--- src/hw/rtl/mbfe_pkg.sv ---
// ----------------------------------------------------------------------------
// Main/backup failover election package
// Shared types, codes and defaults for the election block and its units.
// ----------------------------------------------------------------------------
`timescale 1ns / 1ps
`default_nettype none

package mbfe_pkg;

  // Default sizing of the peer table and the generation counter.
  localparam int MAX_PEERS_DEF = 16;
  localparam int GEN_BITS_DEF  = 16;

  // Role encoding.
  localparam logic ROLE_MAIN   = 1'b0;
  localparam logic ROLE_BACKUP = 1'b1;

  // Configuration register indexes.
  localparam logic [1:0] CFG_OWN_PRIORITY = 2'd0;
  localparam logic [1:0] CFG_SELF_ID      = 2'd1;
  localparam logic [1:0] CFG_LOCAL_HASH   = 2'd2;

  // Event codes.
  typedef enum logic [1:0] {
    REQ_PEER     = 2'd0,
    REQ_ENABLE   = 2'd1,
    REQ_ROLE     = 2'd2,
    REQ_TAKEOVER = 2'd3
  } req_t;

  // Sequencer states.
  typedef enum logic [2:0] {
    ST_IDLE,
    ST_GSCAN,
    ST_GSET,
    ST_SCAN,
    ST_FIN
  } state_t;

  // Input beat.
  typedef struct packed {
    logic [1:0]  req_type;
    logic [3:0]  slot;
    logic        entry_valid;
    logic        entry_role;
    logic [15:0] entry_gen;
    logic [6:0]  entry_priority;
    logic [31:0] entry_id;
    logic [31:0] entry_hash;
    logic        new_value;
  } in_item_t;

  // Result beat.
  typedef struct packed {
    logic        cur_role;
    logic        standby;
    logic        taken_over;
    logic [15:0] gen_out;
    logic        conflict_flag;
    logic        mismatch_flag;
    logic        any_peer;
    logic [4:0]  peer_total;
    logic        announce;
    logic        demoted;
  } out_item_t;

  // Summary flags gathered by one pass over the peer table.
  typedef struct packed {
    logic has_main;   // a valid main peer exists
    logic loser;      // some main peer outranks this node
    logic bk_out;     // some backup peer outranks this node
    logic mm;         // some main peer has a differing known hash
  } scan_stat_t;

endpackage

`default_nettype wire

--- src/hw/rtl/mbfe_table.sv ---
// ----------------------------------------------------------------------------
// Peer table
// One write port and one registered read port; valid bits cleared at reset.
// ----------------------------------------------------------------------------
`timescale 1ns / 1ps
`default_nettype none

module mbfe_table #(
  parameter int MAX_PEERS = 16,
  parameter int GEN_BITS  = 16,
  parameter int IW        = (MAX_PEERS > 1) ? $clog2(MAX_PEERS) : 1
) (
  input  wire logic                clk,
  input  wire logic                rst_n,
  input  wire logic                wr_en,
  input  wire logic [IW-1:0]       wr_addr,
  input  wire logic                wr_valid,
  input  wire logic                wr_role,
  input  wire logic [GEN_BITS-1:0] wr_gen,
  input  wire logic [6:0]          wr_pri,
  input  wire logic [31:0]         wr_id,
  input  wire logic [31:0]         wr_hash,
  input  wire logic [IW-1:0]       rd_addr,
  output logic                     rd_valid,
  output logic                     rd_role,
  output logic [GEN_BITS-1:0]      rd_gen,
  output logic [6:0]               rd_pri,
  output logic [31:0]              rd_id,
  output logic [31:0]              rd_hash
);

  logic [MAX_PEERS-1:0] vld_r;
  logic                 mem_role [MAX_PEERS];
  logic [GEN_BITS-1:0]  mem_gen  [MAX_PEERS];
  logic [6:0]           mem_pri  [MAX_PEERS];
  logic [31:0]          mem_id   [MAX_PEERS];
  logic [31:0]          mem_hash [MAX_PEERS];

  // Valid bits, one per entry.
  always_ff @(posedge clk) begin
    if (!rst_n) begin
      vld_r <= '0;
    end else if (wr_en) begin
      vld_r[wr_addr] <= wr_valid;
    end
  end

  // Entry payload write.
  always_ff @(posedge clk) begin
    if (wr_en) begin
      mem_role[wr_addr] <= wr_role;
      mem_gen[wr_addr]  <= wr_gen;
      mem_pri[wr_addr]  <= wr_pri;
      mem_id[wr_addr]   <= wr_id;
      mem_hash[wr_addr] <= wr_hash;
    end
  end

  // Registered read.
  always_ff @(posedge clk) begin
    rd_valid <= vld_r[rd_addr];
    rd_role  <= mem_role[rd_addr];
    rd_gen   <= mem_gen[rd_addr];
    rd_pri   <= mem_pri[rd_addr];
    rd_id    <= mem_id[rd_addr];
    rd_hash  <= mem_hash[rd_addr];
  end

endmodule

`default_nettype wire

--- src/hw/rtl/mbfe_scan.sv ---
// ----------------------------------------------------------------------------
// Peer scan unit
// Compares one entry per acc cycle against this node and accumulates flags.
// ----------------------------------------------------------------------------
`timescale 1ns / 1ps
`default_nettype none

module mbfe_scan #(
  parameter int MAX_PEERS = 16,
  parameter int GEN_BITS  = 16,
  parameter int CW        = $clog2(MAX_PEERS + 1)
) (
  input  wire logic                clk,
  input  wire logic                clr,
  input  wire logic                acc,
  input  wire logic                e_valid,
  input  wire logic                e_role,
  input  wire logic [GEN_BITS-1:0] e_gen,
  input  wire logic [6:0]          e_pri,
  input  wire logic [31:0]         e_id,
  input  wire logic [31:0]         e_hash,
  input  wire logic [GEN_BITS-1:0] own_gen,
  input  wire logic [6:0]          own_pri,
  input  wire logic [31:0]         self_id,
  input  wire logic [31:0]         local_hash,
  output mbfe_pkg::scan_stat_t     stat,
  output logic [CW-1:0]            count,
  output logic [GEN_BITS-1:0]      max_gen
);
  import mbfe_pkg::*;

  scan_stat_t          stat_r, stat_nxt;
  logic [CW-1:0]       cnt_r, cnt_nxt;
  logic [GEN_BITS-1:0] max_r, max_nxt;
  logic                is_main, is_bk, pri_win, tie_lose;

  // Per-entry comparison against this node.
  always_comb begin
    is_main  = e_valid && (e_role == ROLE_MAIN);
    is_bk    = e_valid && (e_role == ROLE_BACKUP);
    pri_win  = e_pri < own_pri;
    tie_lose = (e_pri == own_pri) && (e_id < self_id);
    stat_nxt = stat_r;
    cnt_nxt  = cnt_r;
    max_nxt  = max_r;
    if (is_main) begin
      stat_nxt.has_main = 1'b1;
      if ((e_gen > own_gen) || ((e_gen == own_gen) && (pri_win || tie_lose))) begin
        stat_nxt.loser = 1'b1;
      end
      if ((e_hash != 32'd0) && (local_hash != 32'd0) && (e_hash != local_hash)) begin
        stat_nxt.mm = 1'b1;
      end
    end
    if (is_bk && (pri_win || tie_lose)) begin
      stat_nxt.bk_out = 1'b1;
    end
    if (e_valid) begin
      cnt_nxt = cnt_r + CW'(1);
      if (e_gen > max_r) begin
        max_nxt = e_gen;
      end
    end
  end

  // Accumulators.
  always_ff @(posedge clk) begin
    if (clr) begin
      stat_r <= '0;
      cnt_r  <= '0;
      max_r  <= '0;
    end else if (acc) begin
      stat_r <= stat_nxt;
      cnt_r  <= cnt_nxt;
      max_r  <= max_nxt;
    end
  end

  assign stat    = stat_r;
  assign count   = cnt_r;
  assign max_gen = max_r;

endmodule

`default_nettype wire

--- src/hw/rtl/main_backup_failover_election_unit.sv ---
// ----------------------------------------------------------------------------
// Main/backup failover election unit
// Keeps the peer table and this node's role, generation and flags.
// ----------------------------------------------------------------------------
// Sequence: an accepted event runs a table pass (ST_SCAN); ST_FIN then commits the
//   result beat once the output is free. A granted manual takeover first runs
//   ST_GSCAN and ST_GSET. in_stall holds off a new event until the current one commits;
//   the scan walks one entry per cycle through one read port.
// Reset: synchronous; clears role, flags, generation and all table valid bits.
`timescale 1ns / 1ps
`default_nettype none

module main_backup_failover_election_unit #(
  parameter int MAX_PEERS = mbfe_pkg::MAX_PEERS_DEF,
  parameter int GEN_BITS  = mbfe_pkg::GEN_BITS_DEF
) (
  input  wire logic                 clk,
  input  wire logic                 rst_n,
  input  wire logic                 in_valid,
  output logic                      in_stall,
  input  wire mbfe_pkg::in_item_t   in_data,
  output logic                      out_valid,
  input  wire logic                 out_stall,
  output mbfe_pkg::out_item_t       out_data,
  input  wire logic                 cfg_valid,
  output logic                      cfg_ready,
  input  wire logic [1:0]           cfg_index,
  input  wire logic [31:0]          cfg_data
);
  import mbfe_pkg::*;

  localparam int IW = (MAX_PEERS > 1) ? $clog2(MAX_PEERS) : 1;
  localparam int CW = $clog2(MAX_PEERS + 1);

  state_t              state_r, state_nxt;
  logic [CW-1:0]       idx_r, idx_nxt;
  req_t                req_r;
  logic                nv_r;
  logic [6:0]          own_pri_r;
  logic [31:0]         self_id_r, local_hash_r;
  logic                en_r, role_r, took_r, seen_r, conf_r, mm_r;
  logic                en_nxt, role_nxt, took_nxt, seen_nxt, conf_nxt, mm_nxt;
  logic [GEN_BITS-1:0] gen_r, gen_nxt;
  logic                out_valid_r, out_valid_nxt;
  out_item_t           out_data_r, out_data_nxt;
  logic                ann, dem;
  logic                in_acc, wr_en, scan_clr, scan_acc, commit;

  logic                rd_valid, rd_role;
  logic [GEN_BITS-1:0] rd_gen, max_gen;
  logic [6:0]          rd_pri;
  logic [31:0]         rd_id, rd_hash;
  scan_stat_t          stat;
  logic [CW-1:0]       count;

  assign in_acc    = in_valid && !in_stall;
  assign in_stall  = (state_r != ST_IDLE);
  assign cfg_ready = 1'b1;
  assign out_valid = out_valid_r;
  assign out_data  = out_data_r;
  assign wr_en     = in_acc && (req_t'(in_data.req_type) == REQ_PEER)
                     && (32'(in_data.slot) < 32'(MAX_PEERS));

  // Peer table.
  mbfe_table #(.MAX_PEERS(MAX_PEERS), .GEN_BITS(GEN_BITS), .IW(IW)) u_table (
    .clk      (clk),
    .rst_n    (rst_n),
    .wr_en    (wr_en),
    .wr_addr  (IW'(in_data.slot)),
    .wr_valid (in_data.entry_valid),
    .wr_role  (in_data.entry_role),
    .wr_gen   (GEN_BITS'(in_data.entry_gen)),
    .wr_pri   (in_data.entry_priority),
    .wr_id    (in_data.entry_id),
    .wr_hash  (in_data.entry_hash),
    .rd_addr  (idx_r[IW-1:0]),
    .rd_valid (rd_valid),
    .rd_role  (rd_role),
    .rd_gen   (rd_gen),
    .rd_pri   (rd_pri),
    .rd_id    (rd_id),
    .rd_hash  (rd_hash)
  );

  // Shared compare unit.
  mbfe_scan #(.MAX_PEERS(MAX_PEERS), .GEN_BITS(GEN_BITS), .CW(CW)) u_scan (
    .clk        (clk),
    .clr        (scan_clr),
    .acc        (scan_acc),
    .e_valid    (rd_valid),
    .e_role     (rd_role),
    .e_gen      (rd_gen),
    .e_pri      (rd_pri),
    .e_id       (rd_id),
    .e_hash     (rd_hash),
    .own_gen    (gen_r),
    .own_pri    (own_pri_r),
    .self_id    (self_id_r),
    .local_hash (local_hash_r),
    .stat       (stat),
    .count      (count),
    .max_gen    (max_gen)
  );

  // Configuration registers.
  always_ff @(posedge clk) begin
    if (!rst_n) begin
      own_pri_r    <= 7'd1;
      self_id_r    <= '0;
      local_hash_r <= '0;
    end else if (cfg_valid && cfg_ready) begin
      case (cfg_index)
        CFG_OWN_PRIORITY: own_pri_r    <= cfg_data[6:0];
        CFG_SELF_ID:      self_id_r    <= cfg_data;
        CFG_LOCAL_HASH:   local_hash_r <= cfg_data;
        default:          ;
      endcase
    end
  end

  // Latched event.
  always_ff @(posedge clk) begin
    if (in_acc) begin
      req_r <= req_t'(in_data.req_type);
      nv_r  <= in_data.new_value;
    end
  end

  // Control and node state registers.
  always_ff @(posedge clk) begin
    if (!rst_n) begin
      state_r     <= ST_IDLE;
      idx_r       <= '0;
      en_r        <= 1'b0;
      role_r      <= ROLE_MAIN;
      took_r      <= 1'b0;
      seen_r      <= 1'b0;
      conf_r      <= 1'b0;
      mm_r        <= 1'b0;
      gen_r       <= '0;
      out_valid_r <= 1'b0;
    end else begin
      state_r     <= state_nxt;
      idx_r       <= idx_nxt;
      en_r        <= en_nxt;
      role_r      <= role_nxt;
      took_r      <= took_nxt;
      seen_r      <= seen_nxt;
      conf_r      <= conf_nxt;
      mm_r        <= mm_nxt;
      gen_r       <= gen_nxt;
      out_valid_r <= out_valid_nxt;
    end
  end

  always_ff @(posedge clk) begin
    out_data_r <= out_data_nxt;
  end

  // Sequencer and rule resolution.
  always_comb begin
    state_nxt     = state_r;
    idx_nxt       = idx_r;
    scan_clr      = 1'b0;
    scan_acc      = 1'b0;
    commit        = 1'b0;
    en_nxt        = en_r;
    role_nxt      = role_r;
    took_nxt      = took_r;
    seen_nxt      = seen_r;
    conf_nxt      = conf_r;
    mm_nxt        = mm_r;
    gen_nxt       = gen_r;
    ann           = 1'b0;
    dem           = 1'b0;
    out_valid_nxt = out_valid_r && out_stall;
    out_data_nxt  = out_data_r;

    case (state_r)
      ST_IDLE: begin
        scan_clr = 1'b1;
        idx_nxt  = '0;
        if (in_acc) begin
          if ((req_t'(in_data.req_type) == REQ_TAKEOVER) && en_r
              && (role_r == ROLE_BACKUP)) begin
            state_nxt = ST_GSCAN;
          end else begin
            state_nxt = ST_SCAN;
          end
        end
      end
      ST_GSCAN: begin
        scan_acc = (idx_r != '0);
        idx_nxt  = idx_r + CW'(1);
        if (idx_r == CW'(MAX_PEERS)) begin
          state_nxt = ST_GSET;
        end
      end
      ST_GSET: begin
        // Bump past the largest peer generation, saturating.
        gen_nxt   = (&max_gen) ? max_gen : max_gen + GEN_BITS'(1);
        scan_clr  = 1'b1;
        idx_nxt   = '0;
        state_nxt = ST_SCAN;
      end
      ST_SCAN: begin
        scan_acc = (idx_r != '0);
        idx_nxt  = idx_r + CW'(1);
        if (idx_r == CW'(MAX_PEERS)) begin
          state_nxt = ST_FIN;
        end
      end
      ST_FIN: begin
        if (!out_valid_r || !out_stall) begin
          commit    = 1'b1;
          state_nxt = ST_IDLE;
        end
      end
      default: begin
        state_nxt = ST_IDLE;
      end
    endcase

    if (commit) begin
      // Event-specific updates before the shared rules.
      case (req_r)
        REQ_PEER: begin
          if (stat.has_main) begin
            seen_nxt = 1'b1;
          end
        end
        REQ_ENABLE: begin
          if (nv_r != en_r) begin
            en_nxt   = nv_r;
            took_nxt = 1'b0;
            seen_nxt = 1'b0;
          end
        end
        REQ_ROLE: begin
          if (nv_r != role_r) begin
            role_nxt = nv_r;
            if (nv_r == ROLE_BACKUP) begin
              took_nxt = 1'b0;
            end
          end
        end
        REQ_TAKEOVER: begin
          if (en_r && (role_r == ROLE_BACKUP)) begin
            took_nxt = 1'b1;
            role_nxt = ROLE_MAIN;
            ann      = 1'b1;
          end
        end
        default: ;
      endcase

      // Conflict rule: a main demotes itself when outranked.
      if (!((req_r == REQ_ENABLE) && (nv_r == en_r))
          && !((req_r == REQ_ROLE) && (nv_r == role_r))
          && !((req_r == REQ_TAKEOVER) && !(en_r && (role_r == ROLE_BACKUP)))) begin
        if (en_nxt && (role_nxt == ROLE_MAIN)) begin
          if (stat.has_main && stat.loser) begin
            conf_nxt = 1'b0;
            took_nxt = 1'b0;
            role_nxt = ROLE_BACKUP;
            dem      = 1'b1;
          end else begin
            conf_nxt = stat.has_main;
          end
        end else begin
          conf_nxt = 1'b0;
        end

        // Auto-promotion of a backup that lost sight of every main.
        if ((req_r == REQ_PEER) && en_nxt && (role_nxt == ROLE_BACKUP) && seen_nxt
            && !stat.has_main && !stat.bk_out) begin
          took_nxt = 1'b1;
          role_nxt = ROLE_MAIN;
          conf_nxt = 1'b0;
          ann      = 1'b1;
        end

        // Hash mismatch rule.
        mm_nxt = en_nxt && (role_nxt == ROLE_BACKUP) && stat.mm;
      end

      out_valid_nxt              = 1'b1;
      out_data_nxt.cur_role      = role_nxt;
      out_data_nxt.standby       = en_nxt && (role_nxt == ROLE_BACKUP) && !took_nxt;
      out_data_nxt.taken_over    = took_nxt;
      out_data_nxt.gen_out       = 16'(gen_nxt);
      out_data_nxt.conflict_flag = conf_nxt;
      out_data_nxt.mismatch_flag = mm_nxt;
      out_data_nxt.any_peer      = (count != '0);
      out_data_nxt.peer_total    = 5'(count);
      out_data_nxt.announce      = ann;
      out_data_nxt.demoted       = dem;
    end
  end

  // An accepted beat always starts a table pass.
  a_accept_starts: assert property (@(posedge clk) disable iff (!rst_n)
    in_acc |=> (state_r == ST_GSCAN || state_r == ST_SCAN))
    else $error("accepted beat did not start a scan");

  // The conflict flag is only held by an enabled main.
  a_conf_main: assert property (@(posedge clk) disable iff (!rst_n)
    conf_r |-> (en_r && (role_r == ROLE_MAIN)))
    else $error("conflict flag set while not an enabled main");

  // The mismatch flag is only held by an enabled backup.
  a_mm_backup: assert property (@(posedge clk) disable iff (!rst_n)
    mm_r |-> (en_r && (role_r == ROLE_BACKUP)))
    else $error("mismatch flag set while not an enabled backup");

  // A standby result never reports the main role.
  a_standby_role: assert property (@(posedge clk) disable iff (!rst_n)
    out_valid_r |-> !(out_data_r.standby && (out_data_r.cur_role == ROLE_MAIN)))
    else $error("standby reported while main");

  // The generation only moves on the takeover bump.
  a_gen_stable: assert property (@(posedge clk) disable iff (!rst_n)
    (state_r != ST_GSET) |=> $stable(gen_r))
    else $error("generation changed outside a takeover");

endmodule

`default_nettype wire
--- config.mk ---
export PLATFORM = sky130hd
export DESIGN_NAME = main_backup_failover_election_unit
export DESIGN_NICKNAME = d
export VERILOG_FILES = /design/src/hw/rtl/mbfe_pkg.sv /design/src/hw/rtl/mbfe_table.sv /design/src/hw/rtl/mbfe_scan.sv /design/src/hw/rtl/main_backup_failover_election_unit.sv
export SDC_FILE = /design/constraint.sdc
export NUM_CORES = 2
export LEC_CHECK = 0
export BUFFER_PORTS_ARGS = -buffer_cell sky130_fd_sc_hd__buf_4
export CAP_MARGIN = 20
export CORE_ASPECT_RATIO = 1.75
export CORE_MARGIN = 2
export CORE_UTILIZATION = 40
export DETAILED_ROUTE_END_ITERATION = 6
export PLACE_DENSITY = 0.62
export SYNTH_ARGS = -nofsm -noshare
export SYNTH_HDL_FRONTEND = slang
export SYNTH_SLANG_ARGS = --single-unit
--- constraint.sdc ---
create_clock -name clk -period 15.6 [get_ports clk]
set_input_delay 3.12 -clock clk [delete_from_list [all_inputs] [get_ports clk]]
set_output_delay 3.12 -clock clk [all_outputs]
set_load 0.1 [all_outputs]
==> results.toml <==
[clocking]
postCtsHoldBufs = 0
numCtsBuffers = 154
h-tree-depth = 4
cts_resized = 0
clk_path_buf_depth = 4
clkSinkCount = 1672
clkSlewWorstSetupHoldPaths_ns = 0.06
cts_setup_buffers = 0
clk_latency_ns = 0.79
cts_tree = "yes"
cts_root_buf = "clkbuf_16"

[timing]
rsz0062_at_grt = "false"
tns_ns = 0
finalHoldViolCount = 0
post-route-min-period_ns = 6.36
setup_viol = 0
min_period_over_period = 0.408
holdWs_ns = 0.453
slew_violations = 0
fmax_mhz = 157
skew_ns = 0.0365
tightest_slew_ns = 1.14
slew_headroom = 0.231
layout_setup_ws_ns = 9.24

[drt]
vias_per_cell = 5.54
wire_per_inst_um = 27.2
routed_wirelength_um = 150000
drtIter0Drc = 2429
drt_pass1_iterations = 5
routed-via-count = 30635
ant_nets = 0
drc = 0

[power]
max-vdd-ir-drop_uv = 73.4
p_clk_frac = 0.412
cellInternalPower_mw = 7.22
totalPowerFinal_mw = 9.11
power.leakage_nw = 22.3
p_comb_frac = 0.047
power-per-cell-area_nw_per_um2 = 126
power_switching_mw = 1.89
switching_share = 0.208
seq_power_share = 0.541

[floorplanning]
die_height_um = 532
dieArea_um2 = 163000
initial_utilization = 0.403
die_w_um = 306
io_pins = 167
coreArea_um2 = 158000
rows = 193

[synthesis]
synth_warnings = 0
ys_ff_latch = 1672
syn_nets = 3349
syn_inst = 3137
synth_area_leaders = "edfxtp_1, mux4_2, dfxtp_1, ha_1, nand2_1"
synth.distinct_cells = 70
postSynth.asyncResetShare = 0
synth-main-ff-cell = "edfxtp_1"
syn_area_um2 = 63700
synth_top_area_share = 0.679
yosysTopAreaCell = "edfxtp_1"
ys_seq_area_frac = 0.752
avgSynthCellArea_um2 = 20.3
synth_edf_count = 1440

[critical_path]
slowest_delay_ns = 0.79
cp_cell_sequence = "buf_4 -> nor4b_2 -> nand4_1 -> nor2_4 -> buf_4 -> buf_4"
path_max_fanout = 50
critical_path.most_common_cell = "buf_4"
slowest_stage = "nor2_4"
crit_arrival_ns = 6.75
required_ns = 15.99
rr_worst_depth = 5
end_kind = "flop"
cp_num_cells = 6
crit_type = "primary input to flop"
crit_family = "simple AND/OR/NAND/NOR gates"
cp_num_buf_inv = 3
crit_path_start_kind = "primary input"

[finish]
post_route_cells_drive_above_1_share = 0.266
syn_to_final_growth_pct = 13.7
fin_nets = 3572
layout_common_cells = "edfxtp_1, mux4_2, dfxtp_1"
finalInstanceArea_um2 = 72400
final_common_cell = "edfxtp_1"

[run_status]
status = "finished clean"

[min_path]
worstHoldPathCells = 2
hp-class = "flop to flop"

[placed_design]
gp_congestion = 0.828
placed_area_um2 = 67500
hpwl_um = 89100
post-place-ws_ns = 8.38
io_buffer_count = 165

[global_route]
grt_pass1_vias = 32292
overflow = 0
grt_antenna_before_repair = 14
grt_pass1_wl_um = 220000
grt_usage = 0.185
grt_max_degree = 130

[job]
drv_cap = 0
[worst min-delay path, stage by stage, from the launching register on]
cell,delay [ns]
dfxtp_1,0.31
nand2_1,0.05
a21oi_1,0.05
[through the flow]
stage,cells,util
floorplan,3137,-
global placement,5251,0.427
detailed placement,5251,0.427
CTS,5524,0.458
global route,5525,0.458
finish,5528,0.458
[state kept, by name (all words and copies together) (netlist names), 29 cells and up]
register and count:
local_hash_r 32, out_data 29, self_id_r 32, u_table.mem_gen 256
u_table.mem_hash 512, u_table.mem_id 512, u_table.mem_pri 112, u_table.rd_hash 32
u_table.rd_id 32
[cell type report]
type	instances	area, um2
flip-flops and latches	1672	47900
clock buffers	203	4220
multi-input cells	1231	15000
diodes	4	10.0
fillers	13115	85700
clock inverters	70	733
inverters	82	309
repair buffers	219	1680
well taps	2047	2560
[power by group through the flow]
stage / Combinational, mW / Sequential [mW] / Clock (mW)
after floorplan: 0.271 / 5.01 / 0
after global placement: 0.435 / 5.02 / 0
after detailed placement: 0.441 / 5.02 / 0
after CTS: 0.442 / 4.93 / 3.83
after global routing: 0.472 / 4.93 / 3.99
final: 0.432 / 4.92 / 3.75
[cell usage after synthesis (14+ instances only)]
cell	count
a21oi_1	117
and2_1	14
buf_2	33
clkbuf_1	105
dfxtp_1	232
edfxtp_1	1440
ha_1	77
inv_1	82
mux4_2	445
nand2_1	188
nand4_1	33
nor2_1	84
nor4_1	21
o21ai_0	56
o41ai_1	15
xnor2_1	45
[worst paths after layout]
check	from	to	slack, ns
setup / recovery	in_valid	u_table.mem_hash[15][11]$_DFFE_PP_	9.24
hold / removal	mm_r$_SDFFE_PN0P_	mm_r$_SDFFE_PN0P_	0.45
setup reg to reg	state_r[2]$_SDFFE_PN0P_	u_table.mem_hash[15][11]$_DFFE_PP_	11.07
hold reg to reg	mm_r$_SDFFE_PN0P_	mm_r$_SDFFE_PN0P_	0.45
[cell families (layout without fill, tap and decap cells)]
kind of cell / count (synthesis) / in the layout / synth area share
AO/OA/AOI/OAI: 240 / 240 / 0.0222
XOR/XNOR: 49 / 49 / 0.00674
adder cells (fa/ha/maj): 77 / 77 / 0.0151
buffers and inverters: 234 / 574 / 0.0148
flip-flops: 1672 / 1672 / 0.752
multiplexers: 460 / 460 / 0.160
other: 1 / 5 / 0.0000589
AND/OR/NAND/NOR: 404 / 404 / 0.0298
[per-layer routing]
layer,track usage,part of all wire,wire length (um)
met4,0.0552,0.027,4060
met1,0.230,0.39,58900
met3,0.0294,0.053,8030
met2,0.330,0.53,79200
met5,0,0.00051,77
(Power assumes the default switching activity.)
